<file path="src/rtl/core/ssid_pkg.sv">
// ----------------------------------------------------------------------------
// ssid_pkg: shared types and constants
// Sizes, event keys and cell control for the segment intersection sweep.
// ----------------------------------------------------------------------------
package ssid_pkg;

  localparam int SEG_MAX   = 64;
  localparam int IDX_W     = $clog2(SEG_MAX);
  localparam int CNT_W     = IDX_W + 1;
  localparam int EV_MAX    = 2 * SEG_MAX;
  localparam int EV_W      = IDX_W + 1;
  localparam int EVL_W     = EV_W + 1;
  localparam int CRD_W     = 16;
  localparam int TAG_W     = 16;
  // key: x (biased), end flag, y (biased), event code
  localparam int KEY_W     = 2 * CRD_W + 1 + EV_W;
  localparam int DRAIN_CYC = 2 * EV_MAX;
  localparam int DRN_W     = $clog2(DRAIN_CYC);

  typedef logic [KEY_W-1:0] key_t;

  typedef struct packed {
    logic signed [CRD_W-1:0] ax;
    logic signed [CRD_W-1:0] ay;
    logic signed [CRD_W-1:0] bx;
    logic signed [CRD_W-1:0] by;
    logic [TAG_W-1:0]        tag;
  } seg_t;

  typedef enum logic [1:0] {
    SO_HOLD,
    SO_SORT,
    SO_SHIFT,
    SO_CLR
  } sort_op_e;

  typedef enum logic [1:0] {
    LO_HOLD,
    LO_ROT,
    LO_REM,
    LO_INS
  } list_op_e;

  typedef struct packed {
    list_op_e         op;
    logic [IDX_W-1:0] head_idx;
    logic [IDX_W-1:0] new_idx;
  } list_ctl_t;

  typedef struct packed {
    logic in_rng;
    logic is_last;
    logic at_len;
  } cell_pos_t;

endpackage

</file>
<file path="src/rtl/core/ssid_sort_cell.sv">
// ----------------------------------------------------------------------------
// ssid_sort_cell: one cell of the event sorting chain
// Keeps the smaller key, hands the larger one on; shifts toward the head.
// ----------------------------------------------------------------------------
module ssid_sort_cell (
  input  logic              clk_i,
  input  logic              rst_ni,
  input  ssid_pkg::sort_op_e op_i,
  input  logic              in_v_i,
  input  ssid_pkg::key_t    in_key_i,
  input  logic              rt_v_i,
  input  ssid_pkg::key_t    rt_key_i,
  output logic              hv_o,
  output ssid_pkg::key_t    hkey_o,
  output logic              pv_o,
  output ssid_pkg::key_t    pkey_o
);
  import ssid_pkg::*;

  logic hv_q, pv_q;
  key_t hkey_q, pkey_q;

  always_ff @(posedge clk_i or negedge rst_ni) begin
    if (!rst_ni) begin
      hv_q <= 1'b0;
      pv_q <= 1'b0;
    end else begin
      case (op_i)
        SO_SORT: begin
          pv_q <= in_v_i & hv_q;
          if (in_v_i) begin
            if (!hv_q) begin
              hv_q <= 1'b1;
            end
          end
        end
        SO_SHIFT: begin
          hv_q <= rt_v_i;
          pv_q <= 1'b0;
        end
        SO_CLR: begin
          hv_q <= 1'b0;
          pv_q <= 1'b0;
        end
        default: ;
      endcase
    end
  end

  always_ff @(posedge clk_i) begin
    case (op_i)
      SO_SORT: begin
        if (in_v_i) begin
          if (!hv_q || (in_key_i < hkey_q)) begin
            hkey_q <= in_key_i;
            pkey_q <= hkey_q;
          end else begin
            pkey_q <= in_key_i;
          end
        end
      end
      SO_SHIFT: hkey_q <= rt_key_i;
      default: ;
    endcase
  end

  assign hv_o   = hv_q;
  assign hkey_o = hkey_q;
  assign pv_o   = pv_q;
  assign pkey_o = pkey_q;

endmodule

</file>
<file path="config.mk">
export PLATFORM = sky130hd
export DESIGN_NAME = ssid_sort_cell
export DESIGN_NICKNAME = d
export VERILOG_FILES = /design/src/rtl/core/ssid_pkg.sv /design/src/rtl/core/ssid_sort_cell.sv
export SDC_FILE = /design/constraint.sdc
export NUM_CORES = 1
export LEC_CHECK = 0
export ABC_AREA = 1
export ABC_CLOCK_PERIOD_IN_PS = 9100
export BUFFER_PORTS_ARGS = -buffer_cell sky130_fd_sc_hd__buf_2
export CORE_MARGIN = 2
export CORE_UTILIZATION = 35
export DETAILED_ROUTE_END_ITERATION = 16
export PLACE_DENSITY = 0.64
export SLEW_MARGIN = 40
export SYNTH_ARGS = -nofsm -noshare
export SYNTH_HDL_FRONTEND = slang
export SYNTH_SLANG_ARGS = --single-unit
</file>
<file path="constraint.sdc">
create_clock -name clk_i -period 9.1 [get_ports clk_i]
set_clock_uncertainty 0.2 [all_clocks]
set_input_delay 1.82 -clock clk_i [delete_from_list [all_inputs] [get_ports clk_i]]
set_output_delay 1.82 -clock clk_i [all_outputs]
set_load 0.01 [all_outputs]
</file>
==> results.rst <==
.. list-table::
   :header-rows: 1

   * - Metric
     - Value
   * - Vias per inst
     - 4.613
   * - Synthesized area per cell
     - 8.742 sq um
   * - Total negative slack for setup checks
     - 0 ns
   * - Largest family of logic cells by synthesized area
     - simple AND/OR/NAND/NOR gates
   * - Placer congestion estimate
     - 0.9038
   * - Clk sink count
     - 82
   * - CP Data Required Time
     - 8.87 ns
   * - Headroom to the max-slew limit
     - 62.20%
   * - Netlist Area Pre-Place
     - 0.004642 sq mm
   * - Clock transition at the registers of the reported paths
     - 0.06 ns
   * - Die Span X
     - 119.2 um
   * - CTS max path bufs
     - 2
   * - Share of cell area taken by muxes after synthesis
     - 0%
   * - Via Count
     - 4032
   * - All-layer global routing usage
     - 16.95%
   * - Compound-Gate Fraction of Synth Area
     - 2.830%
   * - Cell count after placement
     - 858
   * - Finished layout cell area
     - 0.005938 sq mm
   * - Setup repair after global routing missed its margin
     - no
   * - Number of global-route vias before repair
     - 3870
   * - Reg2Reg Setup Slack
     - 5.41 ns
   * - Synth Instances
     - 531
   * - Number of storage elements in the synthesis netlist
     - 82
   * - Routed length per instance
     - 13.74 um
   * - Hold Buf Count CTS
     - 0
   * - Most common cell after layout, fill and taps aside
     - nand2_1
   * - Actual transition at the worst max-transition pin
     - 0.5669 ns
   * - Most used flip-flop cell after synthesis
     - edfxtp_1
   * - Quantity of I/O buffers inserted on ports
     - 167
   * - Number of buffers inserted during clock tree synthesis
     - 9
   * - Antenna cell count
     - 0
   * - Post-route setup slack
     - 4.235 ns
   * - Worst setup EP type
     - flop
   * - Synth Area in XOR/XNOR
     - 0%
   * - Floorplan Core Area
     - 0.01309 sq mm
   * - Maxcap violations
     - 0
   * - Worst slack, placed
     - 3.804 ns
   * - I/O pin count
     - 168
   * - Pin count of the biggest net entering global routing
     - 43
   * - Proportion of synthesized chip area in sequential cells
     - 52.83%
   * - Initial cell density of the core
     - 35.48%
   * - Library cells used by synthesis
     - 20
   * - Maximum clock rate
     - 205.5 MHz
   * - Rows
     - 42
   * - Post-synth net total
     - 656
   * - Share of async-settable or async-resettable flops after synthesis
     - 2.439%
   * - Share of the clock period used by the worst path after layout
     - 53.46%
   * - Instance area at placement
     - 0.005658 sq mm
   * - Arr. time, crit path
     - 4.64 ns
   * - TritonCTS clock tree
     - done
   * - Number of hold-slack violations in the final timing report
     - 0
   * - Class of the most critical hold timing path
     - flop to flop
   * - Total Die Area
     - 0.01420 sq mm
   * - Crit start category
     - primary input
   * - # setup viols final
     - 0
   * - Number of pins exceeding their max-slew limit in the final report
     - 0
   * - Yosys warnings
     - 0
   * - Remaining global-route overflow
     - 0
   * - Run status
     - completed
   * - Initial DRT Pass Iterations
     - 4
   * - Number of nets in the finished design
     - 818
   * - H-tree Lvls
     - 3
   * - Chip height
     - 119.2 um
   * - Total Routed Length
     - 12010 um
   * - Post-CTS setup buffer count
     - 0
   * - Post-cts resize count
     - 0
   * - Pwr/cell area
     - 167.9 mW/mm^2
   * - Post-synth EDFFs
     - 80
   * - Post-synthesis share of cell area spent on and, or, nand and nor gates
     - 26.95%
   * - Classification of the worst setup path
     - primary input to flop
   * - Final period demand of the worst path
     - 4.865 ns
   * - Remaining routing DRC violations
     - 0
   * - Leakage power figure
     - 3.058 nW
   * - Highest fanout seen on the critical path
     - 41
   * - Antenna violations before repair
     - 0
   * - Layout cells sized above 1
     - 27.36%
   * - Layout overhead on the synthesized area
     - 27.92%
   * - Remaining antenna violation count
     - 0
   * - Root Buffer Master
     - clkbuf_16
   * - Filler-free cell count of the finished design
     - 874
   * - Wire length of the first global-routing pass
     - 18650 um
   * - Number of violations reported at the end of detailed-routing iteration 0
     - 234
   * - HPWL after DPL
     - 8774 um
   * - Commonest cells after routing, fill and taps aside
     - 251 x nand2_1, 167 x buf_2, 80 x edfxtp_1
   * - Adder-cell area share of the yosys netlist
     - 10.51%
   * - Peak supply drop
     - 68.03 uV
   * - Clock latency of the later-clocked register in the worst-skew pair
     - 0.34 ns
==> logic make-up after synthesis <==
family | count (synthesis)
buffers and inverters | 73
and+or+nand+nor | 313
adders and majority gates | 39
AOI/OAI and AO/OA | 24
DFF | 82
==> metrics by stage <==
stage	hold WS, ns	utilization (%)	total power (W)
6_report	0.3506	45.38	0.0009968
5_1_grt	0.3846	45.38	0.001043
4_1_cts	0.3532	45.38	0.001006
3_5_place_dp	0.3441	43.24	0.0006511
3_3_place_gp	0.3314	42.91	0.0006424
2_1_floorplan	0.3713	-	0.0005786
==> cells in the mapped netlist (3+ instances only) <==
cell type  instances  area [sq um]
nand2_1          252         945.9
edfxtp_1          80          2402
inv_1             52         195.2
nand3_1           41         205.2
ha_1              39         488.0
a21oi_1           16         80.08
nor2_1            14         52.55
clkbuf_1          13         48.80
buf_4              4         30.03
buf_6              4         45.04
o21ai_0            3         15.01
==> flip-flops by register name, indices dropped and copies added (netlist names) <==
| signal | flops |
|---|---|
| hkey_o | 40 |
| hv_o | 1 |
| pkey_o | 40 |
| pv_o | 1 |
==> path summary, 6_finish.rpt <==
path,endpoint,start,depth (start not counted)
max,hkey_o[33],in_key_i[35],11
min,pv_o,pv_o,2
max reg2reg,hkey_o[33],hkey_o[35],11
min reg2reg,pv_o,pv_o,2
max in group asynchronous,hv_o,rst_ni,1
min in group asynchronous,hv_o,rst_ni,1
==> cell type report <==
class | count | area (sq um)
Multi-Input combinational cell | 376 | 1901
Tap cell | 176 | 220.2
Timing Repair Buffer | 172 | 888.4
Sequential cell | 82 | 2454
Fill cell | 1269 | 7147
Clock inverter | 3 | 40.04
Inverter | 52 | 195.2
Clock buffer | 13 | 240.2
==> per-layer routing <==
layer / vias to the layer above / track usage, % / part of all wire, %
met2: 143 / 27.08 / 47
met1: 1816 / 21.47 / 44
met5: - / 0 / 0
met4: 0 / 8.333 / 2.7
li1: 2049 / - / -
met3: 24 / 4.119 / 6.5
==> worst max-delay path, cell delays in order <==
cell	delay, ns
buf_2	0.12
ha_1	0.31
a21oi_1	0.15
o21ai_0	0.10
nand2_1	0.07
nand2_1	0.06
nor2_1	0.25
nand3_4	0.47
nand2_4	0.60
nand2_1	0.17
nand2_4	0.46
==> report_power, final <==
| group | leakage [nW] | total (W) | internal (W) | switching (W) |
|---|---|---|---|---|
| clock network | 0.138 | 0.000356 | 0.000212 | 0.000143 |
| logic | 2.14 | 0.000182 | 0.0000674 | 0.000115 |
| registers | 0.777 | 0.000459 | 0.000447 | 0.0000125 |
Power figures use the tool's default switching activity.
