$ cat src/rtl/core/ssid_pkg.sv
// ----------------------------------------------------------------------------
// ssid_pkg: shared types and constants
// Sizes, event keys and cell control for the segment intersection sweep.
// ----------------------------------------------------------------------------
package ssid_pkg;

  localparam int SEG_MAX   = 64;
  localparam int IDX_W     = $clog2(SEG_MAX);
  localparam int CNT_W     = IDX_W + 1;
  localparam int EV_MAX    = 2 * SEG_MAX;
  localparam int EV_W      = IDX_W + 1;
  localparam int EVL_W     = EV_W + 1;
  localparam int CRD_W     = 16;
  localparam int TAG_W     = 16;
  // key: x (biased), end flag, y (biased), event code
  localparam int KEY_W     = 2 * CRD_W + 1 + EV_W;
  localparam int DRAIN_CYC = 2 * EV_MAX;
  localparam int DRN_W     = $clog2(DRAIN_CYC);

  typedef logic [KEY_W-1:0] key_t;

  typedef struct packed {
    logic signed [CRD_W-1:0] ax;
    logic signed [CRD_W-1:0] ay;
    logic signed [CRD_W-1:0] bx;
    logic signed [CRD_W-1:0] by;
    logic [TAG_W-1:0]        tag;
  } seg_t;

  typedef enum logic [1:0] {
    SO_HOLD,
    SO_SORT,
    SO_SHIFT,
    SO_CLR
  } sort_op_e;

  typedef enum logic [1:0] {
    LO_HOLD,
    LO_ROT,
    LO_REM,
    LO_INS
  } list_op_e;

  typedef struct packed {
    list_op_e         op;
    logic [IDX_W-1:0] head_idx;
    logic [IDX_W-1:0] new_idx;
  } list_ctl_t;

  typedef struct packed {
    logic in_rng;
    logic is_last;
    logic at_len;
  } cell_pos_t;

endpackage

$ cat src/rtl/core/ssid_list_cell.sv
// ----------------------------------------------------------------------------
// ssid_list_cell: one cell of the active segment ring
// Holds one segment index; rotates, closes a gap or takes a new index.
// ----------------------------------------------------------------------------
module ssid_list_cell (
  input  logic                         clk_i,
  input  ssid_pkg::list_ctl_t          ctl_i,
  input  ssid_pkg::cell_pos_t          pos_i,
  input  logic [ssid_pkg::IDX_W-1:0]   right_i,
  output logic [ssid_pkg::IDX_W-1:0]   idx_o
);
  import ssid_pkg::*;

  logic [IDX_W-1:0] idx_q;

  always_ff @(posedge clk_i) begin
    case (ctl_i.op)
      LO_ROT: begin
        if (pos_i.in_rng) begin
          idx_q <= pos_i.is_last ? ctl_i.head_idx : right_i;
        end
      end
      LO_REM: idx_q <= right_i;
      LO_INS: begin
        if (pos_i.at_len) begin
          idx_q <= ctl_i.new_idx;
        end
      end
      default: ;
    endcase
  end

  assign idx_o = idx_q;

endmodule

$ cat config.mk
export PLATFORM = sky130hd
export DESIGN_NAME = ssid_list_cell
export DESIGN_NICKNAME = d
export VERILOG_FILES = /design/src/rtl/core/ssid_pkg.sv /design/src/rtl/core/ssid_list_cell.sv
export SDC_FILE = /design/constraint.sdc
export NUM_CORES = 1
export LEC_CHECK = 0
export ABC_AREA = 1
export BUFFER_PORTS_ARGS = -buffer_cell sky130_fd_sc_hd__buf_4
export CORE_AREA = 4 4 41 43
export CTS_BUF_LIST = sky130_fd_sc_hd__clkbuf_2 sky130_fd_sc_hd__clkbuf_4 sky130_fd_sc_hd__clkbuf_8
export DETAILED_ROUTE_END_ITERATION = 16
export DIE_AREA = 0 0 45 47
export PLACE_DENSITY = 0.71
export SYNTH_ARGS = -nofsm -noshare
export SYNTH_HDL_FRONTEND = slang
export SYNTH_SLANG_ARGS = --single-unit
$ cat constraint.sdc
create_clock -name clk_i -period 1.8 [get_ports clk_i]
set_input_delay 0.36 -clock clk_i [delete_from_list [all_inputs] [get_ports clk_i]]
set_output_delay 0.36 -clock clk_i [all_outputs]
set_load 0.05 [all_outputs]
==> parameters.txt, run 1 <==
Parameter                              Value

Status
  Outcome    complete, no violations

Layout
  Max reg flops    6
  Layout-stage area growth over the synthesis result    48.3%
  Fraction of layout instances using a drive strength above 1    between 30% and 40%
  Highest-count cells in the layout ignoring fill and taps    sky130_fd_sc_hd__buf_4, sky130_fd_sc_hd__nand2_1, sky130_fd_sc_hd__inv_1
  Final-stage net count    132
  Inserted Diodes    0
  Leading cell type in the layout, fill and taps excluded    sky130_fd_sc_hd__buf_4
  Total of fill cells in the finished design    138

Clocking
  # H-tree levels    1
  Hold bufs inserted after CTS    0
  Maximum clock path buffer count    2
  Clock edge transition at the registers on the reported setup and hold paths    40 ps
  TritonCTS Buffers    3
  Post CTS Setup Buffer Count    0
  Buffer cell driving the clock tree root    sky130_fd_sc_hd__clkbuf_4
  Number of gates given a new drive strength after cts    0
  Sinks on Clock Net    6
  Clock tree from TritonCTS    built

Worst setup path
  Critical Path Stages    1
  Data arrival time of the critical path    790 ps
  Delay of the slowest cell on the worst path    350 ps
  Critical path cell sequence    buf_4
  Class of the most critical setup path    reg2out
  Largest fanout on the critical path    1
  Type of element launching the critical path    register
  Worst setup EP type    output pin
  Cell with the largest stage delay on the worst path    sky130_fd_sc_hd__edfxtp_1
  Buf+Inv Stages, Crit Path    1
  Worst endpoint required time    1440 ps
  Worst path top cell family by delay    flip-flops

Logic synthesis
  Synthesized area    484 um2
  Number of library cell types mapped by synthesis    8
  Syn Area/Cell    approximately 6.4 um2
  Synth Instances    76
  Sequential area share after synthesis    37.2%
  Area contributors post-synth    sky130_fd_sc_hd__edfxtp_1, sky130_fd_sc_hd__nand2_1, sky130_fd_sc_hd__nand3_1, sky130_fd_sc_hd__inv_1, sky130_fd_sc_hd__clkbuf_8
  Number of warnings printed during yosys synthesis    0
  Portion of synthesized cell area occupied by the leading cell type    37.2%
  Post-Synthesis Net Count    100
  FF+latch count, synth    6
  Synth area leader    sky130_fd_sc_hd__edfxtp_1

Min path
  Hold Path Origin    ctl_i[8]
  Endpoint, Worst Hold    idx_o[2]
  Tightest Hold Check Type    in2reg
  Number of stages on the worst hold path    5

GRT
  Number of antenna violations at the first check in global routing    0
  Global-route wire length before repair    1760 um
  Overall routing resource usage    11.3%
  Remaining global-route overflow    0
  Pin count of the biggest net entering global routing    15
  Via count of the first global-routing pass    469

Timing
  Transition time of the tightest slew-check pin    roughly 210 ps
  Total count of hold-check failures in the final report    0
  Number of pins with negative max-slew slack in the final report    0
  Fmax    around 870 MHz
  Clock period minus final worst setup slack    approximately 1200 ps
  Setup repair after global routing missed its margin    false
  Final Cycle Share    between 60 and 70%
  Final number of setup-violating endpoints    0
  Remaining max-slew budget at the tightest pin    between 80% and 90%
  Total Neg Setup Slack    0 ps

Floorplanning
  Die width    45 um
  Area enclosed by the die boundary    0.00212 mm2
  Std cell rows    13
  Area of the core    between 0.001 and 0.0015 mm2
  Y dimension of the die    ~47 um
  Number of placed I/O pins    30
  Initial core utilization    around 37%

Power and ir drop
  Maximum vdd drop    approximately 0.00026 V
  Tot Pwr    494 uW
  Internal power summed over all cells    326 uW
  Net Sw Power    between 150 and 200 uW
  Sw Share    34.0%
  Clock group share of total power    24.7%
  Leakage component of the power    roughly 0.43 nW
  Sequential fraction of design power    36.8%
  Power Density    688 mW/mm2
  Comb pwr share    38.5%

Placed design
  Hpwl dp    905 um
  Global placement routability congestion    0.774
  PortBufs    29

Flow run
  MaxCap Viol Count    0

Detailed routing
  Routed length on met2    484 um
  Starting DRC count in detailed routing    3
  Via density per instance    4.17
  First-pass iteration count of the detailed router    2
  Highest metal layer with signal wires    met4
  Total DRC errors in the routed layout    0
  Routed length on met1    431 um
  Final routed wire length divided by cell count    8.83 um
  Met3 Routed Length    approximately 140 um
  Vias    504
  Post-Route WL    1070 um
  Post-route ant nets    0
power groups by stage:
stage	clock [mW]	combinational [mW]	sequential, mW
2_1_floorplan	0	0.0502	0.253
3_3_place_gp	0	0.190	0.184
3_5_place_dp	0	0.191	0.184
4_1_cts	0.123	0.192	0.182
5_1_grt	0.130	0.206	0.183
6_report	0.122	0.190	0.182
metrics by stage:
step	area (um2)	hold WS [ps]	utilization [%]	std cells	worst slack, ps
after CTS	718	497	55.2	121	646
after floorplan	484	624	-	76	721
after global routing	718	523	55.2	121	620
final	718	493	55.2	121	650
after detailed placement	696	743	53.5	118	499
after global placement	696	743	53.5	118	540
layer usage:
| layer | GRT usage [%] | vias to the layer above |
|---|---|---|
| met5 | 0 | - |
| met4 | 5.26 | 0 |
| met3 | 2.68 | 2 |
| met2 | 18.4 | 24 |
| met1 | 14.1 | 187 |
| li1 | - | 291 |
final cells by class:
type	instances	area, um2	share of cell area [%]
clock buffers	3	22.5	3.14
repair buffers	29	218	30.3
flip-flops and latches	6	180	25.1
multi-input cells	46	196	27.4
inverters	22	82.6	11.5
well taps	15	18.8	2.61
cell usage after synthesis:
cell type,instances
sky130_fd_sc_hd__buf_6,1
sky130_fd_sc_hd__clkbuf_8,1
sky130_fd_sc_hd__edfxtp_1,6
sky130_fd_sc_hd__inv_1,21
sky130_fd_sc_hd__inv_2,1
sky130_fd_sc_hd__nand2_1,27
sky130_fd_sc_hd__nand3_1,18
sky130_fd_sc_hd__o21ai_1,1
worst max-delay path by stage:
stage	startpoint	end	slack, ps
finish	idx_o[2]	idx_o[2]	650
floorplan	ctl_i[12]	idx_o[0]	720
global route	idx_o[5]	idx_o[5]	620
CTS	idx_o[2]	idx_o[2]	650
detailed placement	ctl_i[13]	idx_o[0]	500
global placement	ctl_i[13]	idx_o[0]	540
logic make-up after synthesis:
group / synth area share, %
buffers and inverters: 22.2
and+or+nand+nor: 39.5
AOI/OAI and AO/OA: 1.03
DFF: 37.2
Note: power is estimated with default switching activity, not from simulation.
==> run 2: changes to the inputs <==
--- a/config.mk
+++ b/config.mk
@@ -5,13 +5,13 @@
 export SDC_FILE = /design/constraint.sdc
 export NUM_CORES = 1
 export LEC_CHECK = 0
-export ABC_AREA = 1
+export ABC_AREA = 0
 export BUFFER_PORTS_ARGS = -buffer_cell sky130_fd_sc_hd__buf_4
 export CORE_AREA = 4 4 41 43
 export CTS_BUF_LIST = sky130_fd_sc_hd__clkbuf_2 sky130_fd_sc_hd__clkbuf_4 sky130_fd_sc_hd__clkbuf_8
 export DETAILED_ROUTE_END_ITERATION = 16
 export DIE_AREA = 0 0 45 47
-export PLACE_DENSITY = 0.71
+export PLACE_DENSITY = 0.66
 export SYNTH_ARGS = -nofsm -noshare
 export SYNTH_HDL_FRONTEND = slang
 export SYNTH_SLANG_ARGS = --single-unit
==> constraint.sdc (replaced) <==
create_clock -name clk_i -period 1 [get_ports clk_i]
set_input_delay 0.2 -clock clk_i [delete_from_list [all_inputs] [get_ports clk_i]]
set_output_delay 0.2 -clock clk_i [all_outputs]
set_load 0.05 [all_outputs]
==> run 2 against run 1 <==
Compared with the run above:
- total power is 83% higher
- cell area shrank 2.3%
- combinational power is 91% higher
- count of clock-buffer cells in the layout is the same
- first-iteration DRC count down 33%
- core utilization decreased by 1.3 points
- non-clock buffer count grew 4
- clock power rose by 71%
- sequential power grew 84%
- worst hold slack lost 150 ps
- flip-flop and latch count unchanged
- cell count shrank 36%
- critical path type unchanged
- critical endpoint is now idx_o[5]
- largest cell class unchanged
==> parameters.txt, run 2 <==
Parameter                              Value

Status
  Outcome    complete, no violations

Timing
  Remaining max-slew budget at the tightest pin    90.5%
  Final Cycle Share    97.9%
  Final number of setup-violating endpoints    0
  Number of pins with negative max-slew slack in the final report    0
  Worst path setup slack after routing    21.1 ps
  Fmax    just over 1000 MHz
  Setup repair after global routing missed its margin    true
  Total count of hold-check failures in the final report    0
  Transition time of the tightest slew-check pin    139 ps
  Clock period minus final worst setup slack    ~980 ps

Worst setup path
  Delay of the slowest cell on the worst path    approximately 380 ps
  Cell with the largest stage delay on the worst path    sky130_fd_sc_hd__edfxtp_1
  Data arrival time of the critical path    780 ps
  Critical path cell sequence    buf_6
  Worst setup EP type    output pin
  Class of the most critical setup path    reg2out
  Worst endpoint required time    800 ps
  Largest fanout on the critical path    1
  Type of element launching the critical path    register
  Critical Path Stages    1
  Buf+Inv Stages, Crit Path    1
  Worst path top cell family by delay    flip-flops

Detailed routing
  Starting DRC count in detailed routing    2
  Total DRC errors in the routed layout    0
  Via density per instance    4.50
  Vias    351
  Post-route ant nets    0
  First-pass iteration count of the detailed router    2
  Final routed wire length divided by cell count    10.9 um
  Post-Route WL    849 um

Placed design
  PortBufs    29
  Worst-case setup slack after placement    0.917 ps
  Global placement routability congestion    approximately 0.60
  Hpwl dp    between 700 and 800 um

GRT
  Number of antenna violations at the first check in global routing    0
  Remaining global-route overflow    0
  Via count of the first global-routing pass    357
  Overall routing resource usage    8.84%
  Pin count of the biggest net entering global routing    7
  Global-route wire length before repair    1320 um

Clocking
  Post CTS Setup Buffer Count    0
  Clock tree from TritonCTS    built
  # H-tree levels    1
  Sinks on Clock Net    6
  Maximum clock path buffer count    2
  Buffer cell driving the clock tree root    sky130_fd_sc_hd__clkbuf_4
  Clock edge transition at the registers on the reported setup and hold paths    40 ps
  TritonCTS Buffers    3

Layout
  Utilization after layout    53.9%
  Inserted Diodes    0
  Leading cell type in the layout, fill and taps excluded    sky130_fd_sc_hd__buf_4
  Max reg flops    6
  Highest-count cells in the layout ignoring fill and taps    sky130_fd_sc_hd__buf_4, sky130_fd_sc_hd__mux2i_1, sky130_fd_sc_hd__edfxtp_1
  Layout-stage area growth over the synthesis result    74.8%
  Final-stage net count    89
  Fraction of layout instances using a drive strength above 1    about 59%

Floorplanning
  Area of the core    0.00130 mm2
  Number of placed I/O pins    30
  Y dimension of the die    47 um
  Area enclosed by the die boundary    0.00212 mm2
  Initial core utilization    between 30% and 40%
  Std cell rows    13
  Die width    45 um

Power and ir drop
  Tot Pwr    approximately 910 uW
  Power Density    about 1300 mW/mm2
  Leakage component of the power    about 0.36 nW
  Maximum vdd drop    0.000405 V

Logic synthesis
  Syn Area/Cell    13.4 um2
  Most used flip-flop cell after synthesis    sky130_fd_sc_hd__edfxtp_1
  Post-Synthesis Net Count    54
  Number of warnings printed during yosys synthesis    0
  Synth Instances    30
  Area contributors post-synth    sky130_fd_sc_hd__mux2i_1, sky130_fd_sc_hd__edfxtp_1, sky130_fd_sc_hd__buf_4, sky130_fd_sc_hd__buf_6, sky130_fd_sc_hd__a31oi_1
  Cell with the most instances after synthesis    sky130_fd_sc_hd__mux2i_1
  Sequential area share after synthesis    about 45%
  Portion of synthesized cell area occupied by the leading cell type    44.9%
  FF+latch count, synth    6
  EDFF count, synth    6
  Synth area leader    sky130_fd_sc_hd__mux2i_1
  Most frequent cells after synthesis    sky130_fd_sc_hd__mux2i_1, sky130_fd_sc_hd__edfxtp_1, sky130_fd_sc_hd__buf_4
  Number of library cell types mapped by synthesis    7
  Share of async-settable or async-resettable flops after synthesis    0%
  Synthesized area    402 um2

Flow run
  MaxCap Viol Count    0

Min path
  Tightest Hold Check Type    in2reg
  Number of stages on the worst hold path    3
[run 2: changes by cell type after synthesis]
cell,delta
sky130_fd_sc_hd__buf_4,+2
sky130_fd_sc_hd__nand3_1,-18
sky130_fd_sc_hd__a31oi_1,+1
sky130_fd_sc_hd__inv_2,-1
sky130_fd_sc_hd__inv_1,-20
sky130_fd_sc_hd__o21ai_1,-1
sky130_fd_sc_hd__a21oi_1,+1
sky130_fd_sc_hd__nand2_1,-27
sky130_fd_sc_hd__mux2i_1,+18
sky130_fd_sc_hd__clkbuf_8,-1
[run 2: final cells by class]
cell class	count	area (um2)
sequential	6	180
fill	121	599
tap	15	18.8
clock buffer	3	22.5
timing repair buffer	33	279
inverter	1	3.75
multi-input combinational	20	198
[run 2: cells by family (layout without fill, tap and decap cells)]
family	count (synthesis)	after routing	synth area share [%]
flops	6	6	44.9
buf+inv	4	37	7.47
mux	18	18	44.9
compound gates	2	2	2.80
[run 2: path summary, 6_finish.rpt]
kind       from  endpoint  slack, ps
min   ctl_i[10]  idx_o[4]        340
max    idx_o[5]  idx_o[5]         20
[run 2: what timing repair did]
item / CTS / global route
gates resized for setup: 2 / 3
hold endpoints to repair: 0 / 0
endpoints found under the setup margin: 2 / 4
hold buffers: 0 / 0
[run 2: layer usage]
layer / routed length [um] / up-vias / GRT usage, %
met4: 19 / 0 / 10.5
met5: 0 / - / 0
met1: 352 / 148 / 11.2
met3: 84 / 2 / 0
met2: 393 / 20 / 12.7
li1: - / 181 / -
[run 2: worst min-delay path: stages]
cell	delay (ps)
sky130_fd_sc_hd__buf_4	70
sky130_fd_sc_hd__mux2i_1	50
sky130_fd_sc_hd__mux2i_1	120
[run 2: through the flow]
step                      cell area [um2]  TNS [ps]  hold slack (ps)  instances
after floorplan                       415         0              466         30
after global placement                661         0              583         75
after detailed placement              661         0              582         75
after CTS                             691         0              339         78
after global routing                  702     -11.3              361         78
final                                 702         0              340         78
[run 2: where the power goes]
part | internal, mW | switching [mW]
clock network | 0.135 | 0.0744
logic | 0.171 | 0.192
registers | 0.321 | 0.0132
total | 0.627 | 0.279
